===== src/design/fsn_pkg.sv =====
// Shared types, constants and helpers for the fit-scale nearest address generator.
package fsn_pkg;

  // Field and datapath widths.
  localparam int DIM_W      = 13;
  localparam int POS_W      = 12;
  localparam int BPP_W      = 3;
  localparam int OFF_W      = 26;
  localparam int PITCH_W    = 15;
  localparam int PROD_W     = 2 * DIM_W - 1;
  localparam int CNT_W      = 5;
  localparam int CFG_ADDR_W = 3;

  // Largest image or screen dimension honored.
  localparam int MAX_DIM = 4096;

  // Per-item divider: quotient bits resolved per pipeline stage.
  localparam int DIV_STEPS  = 2;
  localparam int DIV_STAGES = POS_W / DIV_STEPS;

  // Configuration register indexes.
  localparam logic [CFG_ADDR_W-1:0] REG_SCREEN_WIDTH  = 3'd0;
  localparam logic [CFG_ADDR_W-1:0] REG_SCREEN_HEIGHT = 3'd1;
  localparam logic [CFG_ADDR_W-1:0] REG_SCREEN_BPP    = 3'd2;
  localparam logic [CFG_ADDR_W-1:0] REG_IMAGE_WIDTH   = 3'd3;
  localparam logic [CFG_ADDR_W-1:0] REG_IMAGE_HEIGHT  = 3'd4;

  // Geometry sequencer states.
  typedef enum logic [2:0] {
    ST_IDLE,
    ST_CLAMP,
    ST_PROD,
    ST_SELECT,
    ST_DIVIDE,
    ST_FIT,
    ST_ORIGIN
  } setup_state_t;

  // Picture geometry derived from the configuration.
  typedef struct packed {
    logic [DIM_W-1:0]   dw;
    logic [DIM_W-1:0]   dh;
    logic [DIM_W-1:0]   w;
    logic [DIM_W-1:0]   h;
    logic [POS_W-1:0]   x0;
    logic [POS_W-1:0]   y0;
    logic [PITCH_W-1:0] pitch;
  } geom_t;

  // Partial state of one restoring division in the item pipeline.
  typedef struct packed {
    logic [POS_W-1:0] rem;
    logic [POS_W-1:0] num;
    logic [POS_W-1:0] quot;
  } div_t;

  // Force a dimension register into the range 1 to MAX_DIM.
  function automatic logic [DIM_W-1:0] clamp_dim(input logic [DIM_W-1:0] v);
    logic [DIM_W-1:0] r;
    r = v;
    if (v == '0) begin
      r = DIM_W'(1);
    end else if (v > DIM_W'(MAX_DIM)) begin
      r = DIM_W'(MAX_DIM);
    end
    return r;
  endfunction

endpackage


===== src/design/fsn_div_stage.sv =====
// One registered stage of the pipelined restoring divider.
module fsn_div_stage
  import fsn_pkg::*;
(
  input  logic             clk,
  input  logic             en,
  input  div_t             din,
  input  logic [DIM_W-1:0] divisor,
  output div_t             dout
);

  logic [POS_W-1:0] rem;
  logic [POS_W-1:0] num;
  logic [POS_W-1:0] quot;
  logic [DIM_W-1:0] trial;
  div_t             nxt;

  // Resolve DIV_STEPS quotient bits: shift in a numerator bit, subtract if it fits.
  always_comb begin
    rem   = din.rem;
    num   = din.num;
    quot  = din.quot;
    trial = '0;
    for (int i = 0; i < DIV_STEPS; i++) begin
      trial = {rem, num[POS_W-1]};
      num   = {num[POS_W-2:0], 1'b0};
      if (trial >= divisor) begin
        rem  = POS_W'(trial - divisor);
        quot = {quot[POS_W-2:0], 1'b1};
      end else begin
        rem  = trial[POS_W-1:0];
        quot = {quot[POS_W-2:0], 1'b0};
      end
    end
    nxt = '{rem: rem, num: num, quot: quot};
  end

  // Stage register, held while the stage is stalled.
  always_ff @(posedge clk) begin
    if (en) begin
      dout <= nxt;
    end
  end

endmodule


===== src/design/fsn_setup.sv =====
// Configuration registers and the sequencer that derives the picture geometry.
module fsn_setup
  import fsn_pkg::*;
(
  input  logic                  clk,
  input  logic                  rst,
  input  logic                  cfg_wr,
  input  logic [CFG_ADDR_W-1:0] cfg_addr,
  input  logic [DIM_W-1:0]      cfg_data,
  output geom_t                 geom,
  output logic                  busy
);

  logic [DIM_W-1:0] screen_width;
  logic [DIM_W-1:0] screen_height;
  logic [BPP_W-1:0] screen_bpp;
  logic [DIM_W-1:0] image_width;
  logic [DIM_W-1:0] image_height;

  setup_state_t state;
  setup_state_t state_next;

  logic [DIM_W-1:0]  sw;
  logic [DIM_W-1:0]  sh;
  logic [DIM_W-1:0]  w;
  logic [DIM_W-1:0]  h;
  logic [BPP_W-1:0]  bpp;
  logic              shrink;
  logic              by_height;
  logic [PROD_W-1:0] prod_ws;
  logic [PROD_W-1:0] prod_sh;
  logic [PROD_W-1:0] num;
  logic [DIM_W-1:0]  divisor;
  logic [POS_W-1:0]  rem;
  logic [DIM_W-1:0]  quot;
  logic [DIM_W-1:0]  quot_fit;
  logic [CNT_W-1:0]  cnt;
  logic [DIM_W-1:0]  trial;

  // Register file; only indexes in the list are stored.
  always_ff @(posedge clk) begin
    if (rst) begin
      screen_width  <= DIM_W'(800);
      screen_height <= DIM_W'(480);
      screen_bpp    <= BPP_W'(4);
      image_width   <= DIM_W'(800);
      image_height  <= DIM_W'(480);
    end else if (cfg_wr) begin
      unique case (cfg_addr)
        REG_SCREEN_WIDTH:  screen_width  <= cfg_data;
        REG_SCREEN_HEIGHT: screen_height <= cfg_data;
        REG_SCREEN_BPP:    screen_bpp    <= cfg_data[BPP_W-1:0];
        REG_IMAGE_WIDTH:   image_width   <= cfg_data;
        REG_IMAGE_HEIGHT:  image_height  <= cfg_data;
        default: ;
      endcase
    end
  end

  // Sequencer state register; reset starts a geometry pass.
  always_ff @(posedge clk) begin
    if (rst) begin
      state <= ST_CLAMP;
    end else begin
      state <= state_next;
    end
  end

  // Next state; any write restarts the pass.
  always_comb begin
    state_next = state;
    busy       = (state != ST_IDLE);
    if (cfg_wr) begin
      state_next = ST_CLAMP;
    end else begin
      unique case (state)
        ST_IDLE:   state_next = ST_IDLE;
        ST_CLAMP:  state_next = ST_PROD;
        ST_PROD:   state_next = ST_SELECT;
        ST_SELECT: state_next = shrink ? ST_DIVIDE : ST_FIT;
        ST_DIVIDE: state_next = (cnt == CNT_W'(PROD_W - 1)) ? ST_FIT : ST_DIVIDE;
        ST_FIT:    state_next = ST_ORIGIN;
        ST_ORIGIN: state_next = ST_IDLE;
        default:   state_next = ST_CLAMP;
      endcase
    end
  end

  assign trial    = {rem, num[PROD_W-1]};
  assign quot_fit = (quot == '0) ? DIM_W'(1) : quot;

  // Geometry datapath: clamp, cross products, one quotient bit a cycle, origin.
  always_ff @(posedge clk) begin
    unique case (state)
      ST_CLAMP: begin
        sw <= clamp_dim(screen_width);
        sh <= clamp_dim(screen_height);
        w  <= clamp_dim(image_width);
        h  <= clamp_dim(image_height);
        if (screen_bpp == '0) begin
          bpp <= BPP_W'(1);
        end else if (screen_bpp > BPP_W'(4)) begin
          bpp <= BPP_W'(4);
        end else begin
          bpp <= screen_bpp;
        end
      end
      ST_PROD: begin
        prod_ws <= PROD_W'(w * sh);
        prod_sh <= PROD_W'(sw * h);
        shrink  <= (w > sw) || (h > sh);
      end
      ST_SELECT: begin
        cnt  <= '0;
        rem  <= '0;
        quot <= '0;
        if (prod_ws < prod_sh) begin
          by_height <= 1'b1;
          num       <= prod_ws;
          divisor   <= h;
        end else begin
          by_height <= 1'b0;
          num       <= prod_sh;
          divisor   <= w;
        end
      end
      ST_DIVIDE: begin
        num <= {num[PROD_W-2:0], 1'b0};
        cnt <= cnt + CNT_W'(1);
        if (trial >= divisor) begin
          rem  <= POS_W'(trial - divisor);
          quot <= {quot[DIM_W-2:0], 1'b1};
        end else begin
          rem  <= trial[POS_W-1:0];
          quot <= {quot[DIM_W-2:0], 1'b0};
        end
      end
      ST_FIT: begin
        if (!shrink) begin
          geom.dw <= w;
          geom.dh <= h;
        end else if (by_height) begin
          geom.dw <= quot_fit;
          geom.dh <= sh;
        end else begin
          geom.dw <= sw;
          geom.dh <= quot_fit;
        end
      end
      ST_ORIGIN: begin
        geom.w     <= w;
        geom.h     <= h;
        geom.x0    <= POS_W'((sw - geom.dw) >> 1);
        geom.y0    <= POS_W'((sh - geom.dh) >> 1);
        geom.pitch <= PITCH_W'(sw * bpp);
      end
      default: ;
    endcase
  end

  // A finished pass never leaves an empty or oversized picture.
  a_fit_range: assert property (@(posedge clk) disable iff (rst)
    (state == ST_IDLE) |-> (geom.dw != '0) && (geom.dh != '0) &&
      (geom.dw <= DIM_W'(MAX_DIM)) && (geom.dh <= DIM_W'(MAX_DIM)))
    else $error("derived picture size out of range");

  // A write always reopens the geometry pass.
  a_wr_busy: assert property (@(posedge clk) disable iff (rst)
    cfg_wr |=> busy)
    else $error("geometry not recalculated after a write");

  // The division never runs past the numerator width.
  a_cnt_bound: assert property (@(posedge clk) disable iff (rst)
    (state == ST_DIVIDE) |-> (cnt < CNT_W'(PROD_W)))
    else $error("divide counter overran");

endmodule


===== src/design/fit_scale_nearest_address_gen_core.sv =====
// Top level: per-pixel address pipeline with handshake and geometry setup.
// Throughput: one item per cycle unless m_tready or a geometry pass stalls it;
// the pipeline is six two-bit divider stages between a multiply front end
// and a multiply-add back end, bubbles collapse.
// Reset (synchronous, rst high) clears all valid bits and loads the default registers;
// s_tready then stays low for the geometry pass, longer when the image is shrunk.
// A configuration write holds s_tready low in its own cycle and starts the same pass.
module fit_scale_nearest_address_gen_core
  import fsn_pkg::*;
(
  input  logic                  clk,
  input  logic                  rst,
  input  logic                  cfg_wr,
  input  logic [CFG_ADDR_W-1:0] cfg_addr,
  input  logic [DIM_W-1:0]      cfg_data,
  input  logic                  s_tvalid,
  output logic                  s_tready,
  input  logic [23:0]           s_tdata,  // pos_x[11:0], pos_y[23:12]
  output logic                  m_tvalid,
  input  logic                  m_tready,
  // src_col[11:0], src_row[23:12], src_offset[49:24], dst_offset[75:50],
  // drawn_width[88:76], drawn_height[101:89], zero[103:102]
  output logic [103:0]          m_tdata,
  output logic                  m_tuser   // in_picture[0]
);

  localparam int NUM_STAGES = DIV_STAGES + 4;
  localparam int DIV_FIRST  = 2;
  localparam int ST_MUL2    = DIV_FIRST + DIV_STAGES;
  localparam int ST_OUT     = NUM_STAGES - 1;

  geom_t geom;
  logic  busy;

  logic [NUM_STAGES-1:0] v;
  logic [NUM_STAGES-1:0] rdy;
  logic                  in_fire;

  logic [POS_W-1:0] pos_x;
  logic [POS_W-1:0] pos_y;

  // Stage 1: captured position, bounds check and origin sums.
  logic [POS_W-1:0] x1;
  logic [POS_W-1:0] y1;
  logic             inp1;
  logic [DIM_W-1:0] xs1;
  logic [DIM_W-1:0] ys1;

  // Stage 2: scaled numerators and the row part of the screen offset.
  logic [2*POS_W-1:0] nx2;
  logic [2*POS_W-1:0] ny2;
  logic [OFF_W-1:0]   dpart2;
  logic [DIM_W-1:0]   xs2;
  logic               inp2;

  // Divider stages and their side band.
  div_t             col_d [DIV_STAGES];
  div_t             row_d [DIV_STAGES];
  div_t             col_init;
  div_t             row_init;
  logic             inp_d [DIV_STAGES];
  logic [OFF_W-1:0] dst_d [DIV_STAGES];

  // Source row times width.
  logic [OFF_W-1:0] prod9;
  logic [POS_W-1:0] sc9;
  logic [POS_W-1:0] sr9;
  logic             inp9;
  logic [OFF_W-1:0] dst9;
  logic [OFF_W-1:0] sum9;

  // Output register.
  logic             inp_o;
  logic [POS_W-1:0] sc_o;
  logic [POS_W-1:0] sr_o;
  logic [OFF_W-1:0] src_o;
  logic [OFF_W-1:0] dst_o;

  fsn_setup u_setup (
    .clk      (clk),
    .rst      (rst),
    .cfg_wr   (cfg_wr),
    .cfg_addr (cfg_addr),
    .cfg_data (cfg_data),
    .geom     (geom),
    .busy     (busy)
  );

  // A stage may load when it is empty or its successor takes its item.
  always_comb begin
    rdy[ST_OUT] = !v[ST_OUT] || m_tready;
    for (int i = ST_OUT - 1; i >= 0; i--) begin
      rdy[i] = !v[i] || rdy[i+1];
    end
  end

  assign s_tready = rdy[0] && !busy && !cfg_wr;
  assign in_fire  = s_tvalid && s_tready;
  assign pos_x    = s_tdata[POS_W-1:0];
  assign pos_y    = s_tdata[2*POS_W-1:POS_W];

  // Valid bits travel with the items.
  always_ff @(posedge clk) begin
    if (rst) begin
      v <= '0;
    end else begin
      if (rdy[0]) begin
        v[0] <= in_fire;
      end
      for (int i = 1; i < NUM_STAGES; i++) begin
        if (rdy[i]) begin
          v[i] <= v[i-1];
        end
      end
    end
  end

  // Front end: bounds, origin sums, then the three products.
  always_ff @(posedge clk) begin
    if (rdy[0]) begin
      x1   <= pos_x;
      y1   <= pos_y;
      inp1 <= ({1'b0, pos_x} < geom.dw) && ({1'b0, pos_y} < geom.dh);
      xs1  <= DIM_W'(geom.x0) + DIM_W'(pos_x);
      ys1  <= DIM_W'(geom.y0) + DIM_W'(pos_y);
    end
    if (rdy[1]) begin
      nx2    <= (2*POS_W)'(x1 * geom.w);
      ny2    <= (2*POS_W)'(y1 * geom.h);
      dpart2 <= OFF_W'(ys1 * geom.pitch);
      xs2    <= xs1;
      inp2   <= inp1;
    end
  end

  // Inside the picture, numerator < divisor * 2^12, so its top half starts the remainder.
  assign col_init = '{rem: nx2[2*POS_W-1:POS_W], num: nx2[POS_W-1:0], quot: '0};
  assign row_init = '{rem: ny2[2*POS_W-1:POS_W], num: ny2[POS_W-1:0], quot: '0};

  for (genvar k = 0; k < DIV_STAGES; k++) begin : g_div
    fsn_div_stage u_col (
      .clk     (clk),
      .en      (rdy[DIV_FIRST+k]),
      .din     ((k == 0) ? col_init : col_d[(k == 0) ? 0 : k-1]),
      .divisor (geom.dw),
      .dout    (col_d[k])
    );
    fsn_div_stage u_row (
      .clk     (clk),
      .en      (rdy[DIV_FIRST+k]),
      .din     ((k == 0) ? row_init : row_d[(k == 0) ? 0 : k-1]),
      .divisor (geom.dh),
      .dout    (row_d[k])
    );
  end

  // Side band through the divider; the screen offset completes on entry.
  always_ff @(posedge clk) begin
    if (rdy[DIV_FIRST]) begin
      inp_d[0] <= inp2;
      dst_d[0] <= dpart2 + OFF_W'({xs2, 2'b00});
    end
    for (int k = 1; k < DIV_STAGES; k++) begin
      if (rdy[DIV_FIRST+k]) begin
        inp_d[k] <= inp_d[k-1];
        dst_d[k] <= dst_d[k-1];
      end
    end
  end

  assign sum9 = prod9 + OFF_W'(sc9);

  // Back end: row times width, then three bytes per source pixel.
  always_ff @(posedge clk) begin
    if (rdy[ST_MUL2]) begin
      prod9 <= OFF_W'(row_d[DIV_STAGES-1].quot * geom.w);
      sc9   <= col_d[DIV_STAGES-1].quot;
      sr9   <= row_d[DIV_STAGES-1].quot;
      inp9  <= inp_d[DIV_STAGES-1];
      dst9  <= dst_d[DIV_STAGES-1];
    end
    if (rdy[ST_OUT]) begin
      inp_o <= inp9;
      sc_o  <= inp9 ? sc9 : '0;
      sr_o  <= inp9 ? sr9 : '0;
      src_o <= inp9 ? (sum9 + {sum9[OFF_W-2:0], 1'b0}) : '0;
      dst_o <= inp9 ? dst9 : '0;
    end
  end

  assign m_tvalid = v[ST_OUT];
  assign m_tuser  = inp_o;
  assign m_tdata  = {2'b00, geom.dh, geom.dw, dst_o, src_o, sr_o, sc_o};

  // A position outside the picture carries no addresses.
  a_outside_zero: assert property (@(posedge clk) disable iff (rst)
    (m_tvalid && !m_tuser) |-> (m_tdata[75:0] == '0))
    else $error("outside item carries nonzero addresses");

  // Right after reset no item is taken, since the geometry pass then runs.
  a_reset_hold: assert property (@(posedge clk) disable iff (rst)
    $past(rst) |-> !s_tready)
    else $error("input ready during geometry pass after reset");

  // Reset leaves no result behind.
  a_reset_empty: assert property (@(posedge clk) disable iff (rst)
    $past(rst) |-> !m_tvalid)
    else $error("result valid right after reset");

endmodule

===== config.mk =====
export PLATFORM = sky130hd
export DESIGN_NAME = fit_scale_nearest_address_gen_core
export DESIGN_NICKNAME = d
export VERILOG_FILES = /design/src/design/fsn_pkg.sv /design/src/design/fsn_div_stage.sv /design/src/design/fsn_setup.sv /design/src/design/fit_scale_nearest_address_gen_core.sv
export SDC_FILE = /design/constraint.sdc
export NUM_CORES = 2
export LEC_CHECK = 0
export BUFFER_PORTS_ARGS = -buffer_cell sky130_fd_sc_hd__buf_4
export CORE_MARGIN = 2
export CORE_UTILIZATION = 47
export DETAILED_ROUTE_END_ITERATION = 7
export HOLD_SLACK_MARGIN = 0.05
export SLEW_MARGIN = 20
export SYNTH_ARGS = -nofsm -noshare
export SYNTH_HDL_FRONTEND = slang
export SYNTH_SLANG_ARGS = --single-unit

===== constraint.sdc =====
create_clock -name clk -period 8.7 [get_ports clk]
set_clock_uncertainty 0.2 [all_clocks]
set_input_delay 0 -clock clk [delete_from_list [all_inputs] [get_ports clk]]
set_output_delay 0 -clock clk [all_outputs]
set_load 0.02 [all_outputs]

# Word-level counts from Yosys, hierarchy flattened

Memories as Yosys holds them, arrays and structs flattened. A register that Yosys moved wholly into a read port is not among the register bits.
Index checks and enable logic that the tools add are counted.

Memory bits (writable): 162
Output and inout bits: 107
Bits of input ports: 45
Flip-flop bits (word level): 863
Logic and storage cells: 305
Memories kept: 2

Memory list:

| memory | depth | width | read ports | clocked after Yosys merged registers in | wr ports | line                                     | text |
|---|---|---|---|---|---|---|---|
| dst_d  | 6     | 26    | 6          | 1                                       | 6        | fit_scale_nearest_address_gen_core.sv:62 | `logic [OFF_W-1:0] dst_d [DIV_STAGES];` |
| inp_d  | 6     | 1     | 6          | 1                                       | 6        | fit_scale_nearest_address_gen_core.sv:61 | `logic inp_d [DIV_STAGES];` |

Mux-type cells: 78
Magnitude comparators: 35
Multipliers: 7
Reductions and logical operators: 49
Add/sub/neg operators: 31
Equality and inequality tests: 11

Operators by type and width:

| kind                                                    | number |
|---|---|
| 13-bit greater-or-equal comparator                      | 25 |
| 12-bit 2-to-1 mux                                       | 23 |
| 12-bit subtractor                                       | 23 |
| 13-bit 2-to-1 mux                                       | 6 |
| 13-bit zero test                                        | 5 |
| 13-bit greater-than comparator, second input constant   | 4 |
| 26-bit 2-to-1 mux                                       | 2 |
| 13-bit by 13-bit multiplier with 25-bit output          | 2 |
| 25-bit one-hot mux with 2 select lines                  | 1 |
| 12-bit by 13-bit multiplier with 24-bit output          | 2 |
| 1-bit 2-to-1 mux                                        | 40 |
| 12-bit by 12-bit adder with 13-bit output               | 2 |
| 25-bit by 12-bit adder with 26-bit output               | 1 |
| 26-bit by 15-bit adder with 26-bit output               | 1 |
| 26-bit adder                                            | 1 |
| 13-bit greater-than comparator                          | 2 |
| 12-bit by 13-bit less-than comparator with 1-bit output | 2 |
| 13-bit by 15-bit multiplier with 26-bit output          | 1 |
| 13-bit one-hot mux with 2 select lines                  | 1 |
| 13-bit subtractor                                       | 2 |
| 25-bit less-than comparator                             | 1 |
| 12-bit by 13-bit multiplier with 25-bit output          | 1 |
| 25-bit 2-to-1 mux                                       | 1 |
| 12-bit one-hot mux with 2 select lines                  | 1 |
| other kinds (18)                                        | 61 |

# Longest topological paths before layout

Depth after elaboration: 14
Mapped depth: 23
Mapped depth without buffers: 21

# Cells and area by module

From an unflattened synthesis, not the netlist that was laid out.

Cell total of the unflattened synthesis: 9131
Area, all modules: 97638.6 um^2

Modules (own cells, without submodules):

| module                              | cells each | times used | area an instance (um^2) | seq. area each (um^2) |
|---|---|---|---|---|
| fit_scale_nearest_address_gen_core  | 3702       | 1          | 39730.6                 | 13833.3 |
| fsn_setup                           | 2765       | 1          | 27226.1                 | 9148.8 |
| fsn_div_stage at g_div[1].u_col ... | 218        | 10         | 2542.4                  | 1021.0 |
| fsn_div_stage at g_div[0].u_col ... | 242        | 2          | 2628.8                  | 1021.0 |

# Worst setup path after synthesis

Ideal clock, no wire load.

Path kind: register to register
From: register v[9]
To: register dpart2[0] (enable)
Setup slack: 678 ps
Library setup time: 849 ps
Arrival time: 6973 ps
Data required time: 7651 ps
Stages on the path, launching flop included: 7
Path buffers: 0
Clock period less this slack: 8022 ps
Cell sequence: dfxtp_1 -> nor2b_1 -> nand2_1 -> nor2_1 -> nand3_1 -> nor2_1 -> nand2_1

Longest elaborated chain between the ends: 10

Ends and longest elaborated chain:

| what                            | line                                      | text |
|---|---|---|
| start, declared                 | fit_scale_nearest_address_gen_core.sv:35  | `logic [NUM_STAGES-1:0] v;` |
| start signal, assigned by index | fit_scale_nearest_address_gen_core.sv:112 | `v[i] <= v[i-1];` |
| 1-bit zero test                 | fit_scale_nearest_address_gen_core.sv:91  | `rdy[ST_OUT] = !v[ST_OUT] \|\| m_tready;` |
| 1-bit logical OR                | fit_scale_nearest_address_gen_core.sv:91  |  |
| 1-bit logical OR                | fit_scale_nearest_address_gen_core.sv:93  | `rdy[i] = !v[i] \|\| rdy[i+1];` |
| net rdy[8]                      | fit_scale_nearest_address_gen_core.sv:36  | `logic [NUM_STAGES-1:0] rdy;` |
| 1-bit logical OR (5 in series)  | fit_scale_nearest_address_gen_core.sv:93  |  |
| net g_div[1].u_col.en           | fsn_div_stage.sv:6                        | `input logic en,` |
| 1-bit logical OR (2 in series)  | fit_scale_nearest_address_gen_core.sv:93  |  |
| net rdy[1]                      | fit_scale_nearest_address_gen_core.sv:36  |  |
| end signal, assigned            | fit_scale_nearest_address_gen_core.sv:130 | `dpart2 <= OFF_W'(ys1 * geom.pitch);` |
| end, declared                   | fit_scale_nearest_address_gen_core.sv:52  | `logic [OFF_W-1:0] dpart2;` |

The timed path passes the listed nets, and every way through them passes these cells.
A chain may end at the register's enable or synchronous reset.

# Worst setup path in the final report

From: register u_setup.geom[79] (netlist name)
To: register g_div[0].u_col.dout[29] in the netlist's numbering, data pin

Longest elaborated chain between the ends: 4
Elaborated cells on any way between the ends: 6
Those cells by class: add/sub (2); order compare (2); mux (2)

Ends and longest elaborated chain:

| what                                                                           | line                                     | text |
|---|---|---|
| 12-bit subtractor / 13-bit greater-or-equal comparator (equally long branches) | fsn_div_stage.sv:28, fsn_div_stage.sv:27 |  |
| 12-bit 2-to-1 mux                                                              | fsn_div_stage.sv:27                      | `if (trial >= divisor) begin` |
| 12-bit subtractor / 13-bit greater-or-equal comparator (equally long branches) | fsn_div_stage.sv:28, fsn_div_stage.sv:27 |  |
| 12-bit 2-to-1 mux (*)                                                          | fsn_div_stage.sv:27                      |  |
| net g_div[0].u_col.rem[5]                                                      | fsn_div_stage.sv:12                      | `logic [POS_W-1:0] rem;` |
| end signal, assigned                                                           | fsn_div_stage.sv:41                      | `dout <= nxt;` |
| end, declared                                                                  | fsn_div_stage.sv:9                       | `output div_t dout` |

Mark *: on every way through the listed nets, which the timed path passes. The rest lies on a longest branch.

==> flow_summary.toml <==
[run_status]
status = "finished, final reports clean"

[detailed_routing]
first_iter_violations = 3654
wire_per_inst_um = 19.9
vias = 60500
ant_nets = 0
via_per_inst = 5.37
wirelength_mm = 225
drc_errors = 0
firstDrtPassIters = 6

[synth]
synth_cell_types = 81
async_reset_ff_share_pct = 0
yosys.area_share.adder_pct = 29.5
ys_seq_elements = 1052
synth_xor_area_share_pct = 4.29
yosys.area_share.simple_pct = 12.9
synth_compound_area_share_pct = 7.94
synth_warnings = 0
syn_avg_cell_area_um2 = 10.5
synth-main-ff-cell = "edfxtp_1"
synth_area_mm2 = 0.0890
syn_inst = 8486
synth_top_family_by_area = "adder cells"
synth_edf_count = 984
muxShareOfSynthArea_pct = 3.92
yosysSeqAreaShare_pct = 34.7

[placement]
gp_congestion = 0.905
dp.cells = 10900
dpl.hpwl_mm = 169
io_buffers = 149

[grt]
use_met2_pct = 40.8
first_global_vias = 62400
grt_max_degree = 78
grt-ovfl-total = 0
met1_usage_pct = 30.5
met3_usage_pct = 3.05
antenna_found_initial = 12
track_usage_pct = 23.6
grt_pass1_wl_mm = 354
grt-busiest-layer = "met2"

[clock_network]
clk_pin_slew_ps = 70
cts_resized = 0
clkSinkCount = 1052
clkLatencyLatePin_ps = 810
cts_tree = "yes"
cts_max_level = 3
clk_path_buf_depth = 3
clockRootBuffer = "clkbuf_16"
post_cts_buffers = 0
cts_made_buffers = 118

[critical_path]
crit_required_ps = 9050
cp-start-kind = "register"
critPathArrivalTime_ps = 7500
crit_fanout = 14
worstSetupPathType = "reg2reg"
critPathCaptureType = "register"

[sta]
fin_setup_tns_ps = 0
slew_headroom_pct = 19.1
finalCriticalPeriod_ps = 7150
post-route-period-util_pct = 82.2
rsz0062_at_grt = "false"
tightest_slew_ps = 1210
fmax_mhz = 140
finalHoldViolCount = 0
setup-violations-final = 0
drv_slew = 0

[floorplan]
dieArea_mm2 = 0.193
io-pin-count = 152
die_w_um = 439
rows = 159
initial_core_util_pct = 47.4
fp.coreArea_mm2 = 0.188
fp.dieH_um = 439

[cells_and_area]
mostFrequentLayoutCells = "inv_1, edfxtp_1, nand2_1"
layout-drive-gt1-share_pct = 8.43
area_delta_synth_final_pct = 10.2
mostFrequentLayoutCell = "inv_1"
fin_cells = 11300
layout.nets = 10400

[run]
max_cap_viol_count = 0

[power]
irDropWorstVdd_v = 0.000694
power.leakage_nw = 44.9
powerDensity_mw_per_mm2 = 429

[min_path]
hp-class = "in2reg"
-- per-layer routing --
metal | vias up | part of all wire (%)
met5 | - | 0
li1 | 28700 | -
met1 | 30100 | 43
met4 | 0 | 3.6
met2 | 1434 | 49
met3 | 341 | 4.7
-- synthesized netlist by cell type (129+ instances only) --
| library cell | instances | share of area [%] |
|---|---|---|
| inv_1 | 1305 | 5.5 |
| edfxtp_1 | 984 | 33 |
| nand2_1 | 937 | 3.9 |
| ha_1 | 893 | 13 |
| fa_1 | 752 | 17 |
| and2_1 | 521 | 3.7 |
| a21oi_1 | 370 | 2.1 |
| nor2_1 | 315 | 1.3 |
| xnor2_1 | 309 | 3.0 |
| clkbuf_1 | 222 | 0.94 |
| mux2_2 | 220 | 2.8 |
| o21ai_0 | 179 | 1.0 |
| a21o_1 | 178 | 1.5 |
| nor2b_1 | 129 | 0.91 |
-- report_power, final --
| group | total [W] | switching (W) | internal (W) |
|---|---|---|---|
| clock network | 0.00537 | 0.00223 | 0.00314 |
| logic | 0.0272 | 0.0149 | 0.0123 |
| registers | 0.00957 | 0.00100 | 0.00857 |
-- critical path, stage by stage, from the launching register on --
cell and delay [ps]:
edfxtp_1 770, inv_1 350, buf_4 320, ha_1 330, nor2b_1 130, o21a_1 170
o21ai_0 200, nor3b_1 230, o221ai_1 200, a31oi_1 280, o21a_1 580, mux2_2 450
inv_1 70, ha_1 230, nor2b_1 130, o21ai_0 150, nand2b_1 120, a21oi_1 150
o21ai_0 130, a31oi_1 270, a21oi_1 140, a31oi_1 620, buf_4 290, mux2_2 350
-- area by class of cell --
class	instances	area (µm²)
fill	16800	89900
multi-input combinational	5857	52200
sequential	1052	30900
inverter	1306	4910
tap	2495	3120
clock buffer	136	3090
timing repair buffer	340	2830
clock inverter	85	1120
antenna	4	10.0
-- kinds of logic after synthesis --
logic type                 Yosys count
other                                1
buffers and inverters             1578
adders and majority gates         1645
xor gates and xnor gates           436
and+or+nand+nor                   2359
muxes                              318
DFF                               1052
AOI/OAI and AO/OA                 1097
-- registers in the layout, summed over array words and instances, names as in the netlist, 24 cells and up --
signal,flops
dst_d,156
g_div.u_col.dout,132
g_div.u_row.dout,132
u_setup.geom,91
dpart2,26
dst9,26
dst_o,26
src_o,26
prod9,25
u_setup.num,25
u_setup.prod_sh,25
u_setup.prod_ws,25
nx2,24
ny2,24
-- worst paths after layout --
kind / start / endpoint / slack [ps] / cells after the start
max: u_setup.geom[79] / g_div[0].u_col.dout[29] / 1550 / 23
min: s_tdata[18] / ys1[6] / 120 / 5
max reg2reg: u_setup.geom[79] / g_div[0].u_col.dout[29] / 1550 / 23
min reg2reg: g_div[4].u_col.dout[9] / g_div[5].u_col.dout[11] / 160 / 0
-- what timing repair did --
item | 4_1_cts | 5_1_grt
endpoints found under the setup margin | 0 | 0
hold buffers | 105 | 0
hold endpoints to repair | 185 | 0
-- through the flow --
step | worst slack [ps] | utilization [%] | hold WS, ps | area (µm²) | total power, W
finish | 1550 | 52.2 | 124 | 98100 | 0.0421
global route | 959 | 52.2 | 101 | 98100 | 0.0462
CTS | 1580 | 52.2 | 51.2 | 98100 | 0.0423
detailed placement | 1610 | 49.4 | 24.5 | 92900 | 0.0367
global placement | 1690 | 49.4 | 23.1 | 92800 | 0.0362
floorplan | 678 | - | -101 | 89000 | 0.0302
Power figures use the tool's default switching activity.
